--- src/rtl/rna_pkg.sv ---
// Package for the rational number ALU: command codes and width constants.
// No dependencies.
package rna_pkg;
  localparam int OPERAND_WIDTH = 16;
  localparam int RNUM_W = 33;
  localparam int RDEN_W = 31;

  typedef enum logic [2:0] {
    CMD_ADD = 3'd0,
    CMD_SUB = 3'd1,
    CMD_MUL = 3'd2,
    CMD_DIV = 3'd3,
    CMD_CMP = 3'd4
  } cmd_t;
endpackage

--- src/rtl/rational_number_alu.sv ---
// Rational number ALU top level: sequencer around one shared multiplier,
// one shared adder and one bit-serial divider. Depends on rna_pkg.
//
// channel | direction | handshake          | payload
// request | in        | start && !busy     | command, a_numerator, a_denominator,
//         |           |                    | b_numerator, b_denominator
// result  | out       | done (one cycle)   | result_numerator, result_denominator,
//         |           |                    | less_flag, equal_flag, error_flag
//
// Sequence: 4 multiply steps, then Euclid GCD using the one 2W-bit restoring
// divider, then two more divisions by the gcd.
// Worst case is set by the number of Euclid steps, each a full division.
// Error transactions go straight to the output state; compares end after the multiply steps.
// rst is synchronous and returns the sequencer to idle. The receiver cannot stall.
module rational_number_alu #(
  parameter int OPERAND_WIDTH = rna_pkg::OPERAND_WIDTH
) (
  input  logic                         clk,
  input  logic                         rst,
  input  logic                         start,
  output logic                         busy,
  output logic                         done,
  input  logic [2:0]                   command,
  input  logic signed [OPERAND_WIDTH-1:0] a_numerator,
  input  logic [OPERAND_WIDTH-2:0]     a_denominator,
  input  logic signed [OPERAND_WIDTH-1:0] b_numerator,
  input  logic [OPERAND_WIDTH-2:0]     b_denominator,
  output logic signed [rna_pkg::RNUM_W-1:0] result_numerator,
  output logic [rna_pkg::RDEN_W-1:0]   result_denominator,
  output logic                         less_flag,
  output logic                         equal_flag,
  output logic                         error_flag
);
  localparam int W  = OPERAND_WIDTH;
  localparam int PW = 2 * W + 1;          // product width, signed; the sum is one bit wider
  localparam int MW = 2 * W;              // magnitude width
  localparam int CW = $clog2(MW + 1);

  typedef enum logic [3:0] {
    S_IDLE, S_M0, S_M1, S_M2, S_M3, S_COMB, S_GCD, S_GDIV, S_RN, S_RD, S_DIVQ, S_OUT
  } state_t;

  state_t state;
  logic [2:0] cmd;
  logic signed [W-1:0] an, bn;
  logic signed [W:0] ad, bd;
  logic signed [PW-1:0] p0, p1, dprod;
  logic signed [PW-1:0] mul_out;
  logic signed [W-1:0] mul_x;
  logic signed [W:0] mul_y;
  logic neg;
  logic [MW-1:0] mag, den, gx, gy, g;
  // shared divider
  logic [MW-1:0] dv_n, dv_d, dv_q, dv_r;
  logic [CW-1:0] dv_cnt;
  logic [MW:0] dv_trial;
  logic [1:0] phase; // what the current division is for

  always_comb begin
    unique case (state)
      S_M0:    begin mul_x = an; mul_y = bd; end
      S_M1:    begin mul_x = bn; mul_y = ad; end
      S_M2:    begin mul_x = an; mul_y = {bn[W-1], bn}; end
      default: begin
        // denominator: ad*bd, or ad*bn for divide
        mul_x = (cmd == rna_pkg::CMD_DIV) ? bn : $signed(bd[W-1:0]);
        mul_y = ad;
      end
    endcase
    mul_out = PW'(mul_x * mul_y);
  end

  assign dv_trial = {dv_r, dv_n[MW-1]} - {1'b0, dv_d};
  assign busy = (state != S_IDLE);

  logic signed [PW:0] sum;
  always_comb begin
    unique case (cmd)
      rna_pkg::CMD_SUB: sum = (PW+1)'(p0) - (PW+1)'(p1);
      default:          sum = (PW+1)'(p0) + (PW+1)'(p1);
    endcase
  end

  always_ff @(posedge clk) begin
    if (rst) begin
      state <= S_IDLE;
      done <= 1'b0;
    end else begin
      done <= 1'b0;
      unique case (state)
        S_IDLE: if (start) begin
          cmd <= command;
          an <= a_numerator; bn <= b_numerator;
          ad <= {2'b0, a_denominator}; bd <= {2'b0, b_denominator};
          result_numerator <= '0; result_denominator <= '0;
          less_flag <= 1'b0; equal_flag <= 1'b0; error_flag <= 1'b0;
          if (command > rna_pkg::CMD_CMP || a_denominator == '0 || b_denominator == '0 ||
              (command == rna_pkg::CMD_DIV && b_numerator == '0)) begin
            error_flag <= 1'b1;
            state <= S_OUT;
          end else state <= S_M0;
        end
        S_M0: begin p0 <= mul_out; state <= S_M1; end
        S_M1: begin
          p1 <= mul_out;
          state <= S_M2;
        end
        S_M2: begin
          // multiply numerator an*bn
          if (cmd == rna_pkg::CMD_MUL) p0 <= mul_out;
          state <= S_M3;
        end
        S_M3: begin
          dprod <= mul_out;
          state <= S_COMB;
        end
        S_COMB: begin
          if (cmd == rna_pkg::CMD_CMP) begin
            less_flag <= (p0 < p1);
            equal_flag <= (p0 == p1);
            state <= S_OUT;
          end else begin
            logic signed [PW:0] n;
            logic dneg;
            n = (cmd == rna_pkg::CMD_ADD || cmd == rna_pkg::CMD_SUB) ? sum
                : (PW+1)'(p0);
            dneg = dprod[PW-1];
            if (dneg) n = -n;
            neg <= n[PW];
            mag <= MW'(n[PW] ? -n : n);
            den <= MW'(dneg ? -dprod : dprod);
            gx <= MW'(n[PW] ? -n : n);
            gy <= MW'(dneg ? -dprod : dprod);
            state <= S_GCD;
          end
        end
        S_GCD: begin
          if (gx == '0) begin
            result_numerator <= '0;
            result_denominator <= rna_pkg::RDEN_W'(1);
            state <= S_OUT;
          end else if (gy == '0) begin
            g <= gx;
            dv_n <= mag; dv_d <= gx; dv_r <= '0; dv_cnt <= '0;
            phase <= 2'd1; state <= S_DIVQ;
          end else begin
            dv_n <= gx; dv_d <= gy; dv_r <= '0; dv_cnt <= '0;
            phase <= 2'd0; state <= S_DIVQ;
          end
        end
        S_DIVQ: begin
          if (dv_cnt == CW'(MW)) begin
            unique case (phase)
              2'd0: begin gx <= gy; gy <= dv_r; state <= S_GCD; end
              2'd1: begin
                result_numerator <= neg ? -rna_pkg::RNUM_W'(dv_q)
                                        : rna_pkg::RNUM_W'(dv_q);
                dv_n <= den; dv_d <= g; dv_r <= '0; dv_cnt <= '0;
                phase <= 2'd2;
              end
              default: begin
                result_denominator <= rna_pkg::RDEN_W'(dv_q);
                state <= S_OUT;
              end
            endcase
          end else begin
            dv_n <= {dv_n[MW-2:0], 1'b0};
            if (!dv_trial[MW]) begin
              dv_r <= dv_trial[MW-1:0]; dv_q <= {dv_q[MW-2:0], 1'b1};
            end else begin
              dv_r <= {dv_r[MW-2:0], dv_n[MW-1]}; dv_q <= {dv_q[MW-2:0], 1'b0};
            end
            dv_cnt <= dv_cnt + 1'b1;
          end
        end
        S_OUT: begin done <= 1'b1; state <= S_IDLE; end
        default: state <= S_IDLE;
      endcase
    end
  end

  a_done_flags: assert property (@(posedge clk) disable iff (rst)
    done |-> !(error_flag && (less_flag || equal_flag))) else $error("flag clash");
  a_done_idle: assert property (@(posedge clk) disable iff (rst)
    done |-> !busy) else $error("done while busy");
  a_err_zero: assert property (@(posedge clk) disable iff (rst)
    (done && error_flag) |-> (result_denominator == '0)) else $error("err den");
  a_cmp_den: assert property (@(posedge clk) disable iff (rst)
    (done && !error_flag && cmd != rna_pkg::CMD_CMP) |-> (result_denominator != '0))
    else $error("zero den");
endmodule

--- config.mk ---
export PLATFORM = sky130hd
export DESIGN_NAME = rational_number_alu
export DESIGN_NICKNAME = d
export VERILOG_FILES = /design/src/rtl/rna_pkg.sv /design/src/rtl/rational_number_alu.sv
export SDC_FILE = /design/constraint.sdc
export NUM_CORES = 2
export LEC_CHECK = 0
export BUFFER_PORTS_ARGS = -buffer_cell sky130_fd_sc_hd__buf_2
export CAP_MARGIN = 10
export CORE_ASPECT_RATIO = 1.75
export CORE_MARGIN = 4
export CORE_UTILIZATION = 45
export CTS_BUF_LIST = sky130_fd_sc_hd__clkbuf_2 sky130_fd_sc_hd__clkbuf_4 sky130_fd_sc_hd__clkbuf_8
export CTS_CLUSTER_SIZE = 14
export DETAILED_ROUTE_END_ITERATION = 6
export PLACE_DENSITY_LB_ADDON = 0.05
export SYNTH_ARGS = -nofsm -noshare
export SYNTH_HDL_FRONTEND = slang
export SYNTH_SLANG_ARGS = --single-unit
--- constraint.sdc ---
create_clock -name clk -period 9.5 [get_ports clk]
set_input_delay 0.95 -clock clk [delete_from_list [all_inputs] [get_ports clk]]
set_output_delay 0.95 -clock clk [all_outputs]
set_load 0.05 [all_outputs]
==> reports/results.txt <==
status - finished clean
Worst Path Arrival - 9.05 ns
final wirelength - 114.8 mm
Register Area - 15960 µm²
clock transition at the registers of the reported paths - 0.06 ns
Final Hold Viols - 0
TritonCTS clock tree - built
Post-synth EDFFs - 528
Cells after DPL - 4990
grt ovf - 0
Synth Net Count - 4330
initial DRC count - 1669
top cells by area, synth - edfxtp_1, fa_1, ha_1
Yosys Warn Count - 0
worst setup path end - p0[32]
GRT Total Usage - 0.2500
core area - 85810 µm²
# IOs - 137
most frequent cells in the layout - edfxtp_1, nor2_1, inv_1, nand2_1, fa_1
FF-to-FF Start - state[1]
Critical path buffers and inverters - 5
Crit path depth - 26
CTS Hold Buffers Added - 0
Crit path max-delay family - adder cells
Antenna Nets Post-Route - 0
Worst Max-Slew Pin Slew - 1.358 ns
Slowest cell on crit path - fa_1
first-pass GRT wire length - 174.3 mm
hold crit path type - primary input to register
reg-to-reg slack, setup - 0.90 ns
Residual DRC - 0
clock sinks - 533
Top FF cell, synth - edfxtp_1
Clock Path Buffers - 3
layout cells sized above 1 - 0.1090
fin cells - 5144
Area growth syn-to-layout - 9.594%
FFs w/ async S/R, synth - 0
register area share after synthesis - 0.4089
vias - 28.40k
Die Y - 397.5 µm
Vias per Instance - 5.520
FMAX - 0.1163 GHz
area of the multi-input gates - 20940 µm²
max_slew headroom - 0.08909
Crit Path Max Fanout - 14
post_cts resized - 0
post-DP HPWL - 90.96 mm
Post-CTS Setup Repair Bufs - 0
chip width - 230.6 µm
commonest non-fill, non-tap cell in the layout - edfxtp_1
Routed WL per cell - 22.31 µm
vias in the first global route - 29.92k
drt pass-1 iters - 6
antenna violations before repair - 2
Clock Skew - 0.04926 ns
hold_sp - a_numerator[12]
share of the synthesized area in the top cell type - 0.4063
CP dominant cell by count - fa_1
Syn Area/Cell - 10.26 µm²
Syn Inst Count - 3804
FF-to-FF End - p0[32]
Worst R2R Path Depth - 26
clk_lat worst skew - 0.75 ns
port bufs - 136
die area - 91670 µm²
starting density of the core - 0.4547
Placer Congestion - 0.9287
worst setup path start - state[1]
number of distinct library cells after synthesis - 97
H-tree depth - 3
MaxCap Viol Count - 0
Fill cells - 8140
Final nets - 4449
period utilization - 0.9054
RSZ-0062 raised after global routing - no
leading area contributor after synthesis - edfxtp_1
startpoint class of the critical path - register
setup TNS - 0 ns
kind of critical path - register to register
minimum clock period - 8.602 ns
largest net degree at the start of global routing - 101
Req. time, crit path - 9.94 ns
Yosys reg bits - 533
synthesized cell area - 39020 µm²
CP endpoint kind - register
Slew Viols, Final - 0
Final Setup Violations - 0
Row Count - 142
fin util - 0.4983
clock root cell - clkbuf_8
CTS Buf Count - 83
max incr delay on CP - 0.75 ns
==> through the flow <==
step                hold WS [ns]  area (µm²)  setup WS, ns
floorplan                 0.4527       39020        0.9771
global placement          0.4808       41070        0.9732
detailed placement        0.4909       41070        0.9059
CTS                       0.2779       42760        0.8776
global route              0.3253       42760        0.4333
finish                    0.3797       42760        0.8984
==> layer usage <==
metal	global-route usage	share of wire	vias to the layer above
li1	-	-	13500
met3	0.02744	0.032	275
met2	0.4838	0.55	691
met5	0	0	-
met4	0.1587	0.072	0
met1	0.2502	0.35	13930
==> cells by family after synthesis <==
family          after synthesis  synth area share
mux                          90           0.02431
flops                       533            0.4089
buf+inv                     591           0.05813
compound gates              685            0.1168
xor+xnor                    200           0.04489
fa+ha+maj                   458            0.1988
simple gates               1247            0.1482
==> registers in the layout, summed over array words and instances (netlist names), 31 cells and up <==
signal              flops
dv_n                   32
gx                     32
result_denominator     31
den                    32
p1                     33
p0                     33
result_numerator       33
dv_q                   32
dv_r                   32
gy                     32
dprod                  33
dv_d                   32
mag                    32
g                      32
==> worst min path at each step <==
stage                   end  slack, ns  depth (start not counted)
floorplan           dv_q[1]       0.45                          0
global placement      g[21]       0.48                          0
detailed placement    g[21]       0.49                          0
CTS                  an[13]       0.28                          1
global route         an[15]       0.33                          1
finish               an[12]       0.38                          1
==> worst register-to-register path, stage by stage (launching register included) <==
cell and delay (ns):
dfxtp_1 0.67, nor2_1 0.17, o31a_1 0.55, a22oi_1 0.29, nand2_1 0.35, nand2_1 0.25, inv_1 0.11, fa_1 0.75
inv_1 0.11, fa_1 0.48, inv_1 0.31, fa_1 0.51, fa_1 0.50, fa_1 0.49, inv_1 0.05, fa_1 0.47
inv_1 0.04, ha_1 0.34, a21o_1 0.21, a21o_1 0.17, a21oi_1 0.20, o21ai_0 0.15, a21o_1 0.19, or4_1 0.44
a31o_2 0.25, a21oi_1 0.16, xnor2_1 0.11
==> cell type report <==
| type | instances | area share |
|---|---|---|
| repair buffers | 194 | 0.02610 |
| multi-input cells | 2680 | 0.4897 |
| clock inverters | 42 | 0.007783 |
| diodes | 2 | 0.0001170 |
| clock buffers | 110 | 0.03160 |
| well taps | 1152 | 0.03371 |
| flip-flops and latches | 533 | 0.3731 |
| inverters | 431 | 0.03789 |
==> cell usage after synthesis, types with 47 or more instances <==
master and number:
clkbuf_1 123, nor2_1 453, nand2_1 343, a31oi_1 58, a21oi_1 180, fa_1 270, xnor2_1 135, and3_1 54
nand3_1 47, inv_1 429, nor3_1 71, mux2i_1 57, o21ai_0 117, a211oi_1 50, xor2_1 65, ha_1 188
edfxtp_1 528, nor2b_1 49
Power is left out: the tool's default activity adds up to more than one toggle a clock period on the data nets, which glitch-free logic cannot reach.
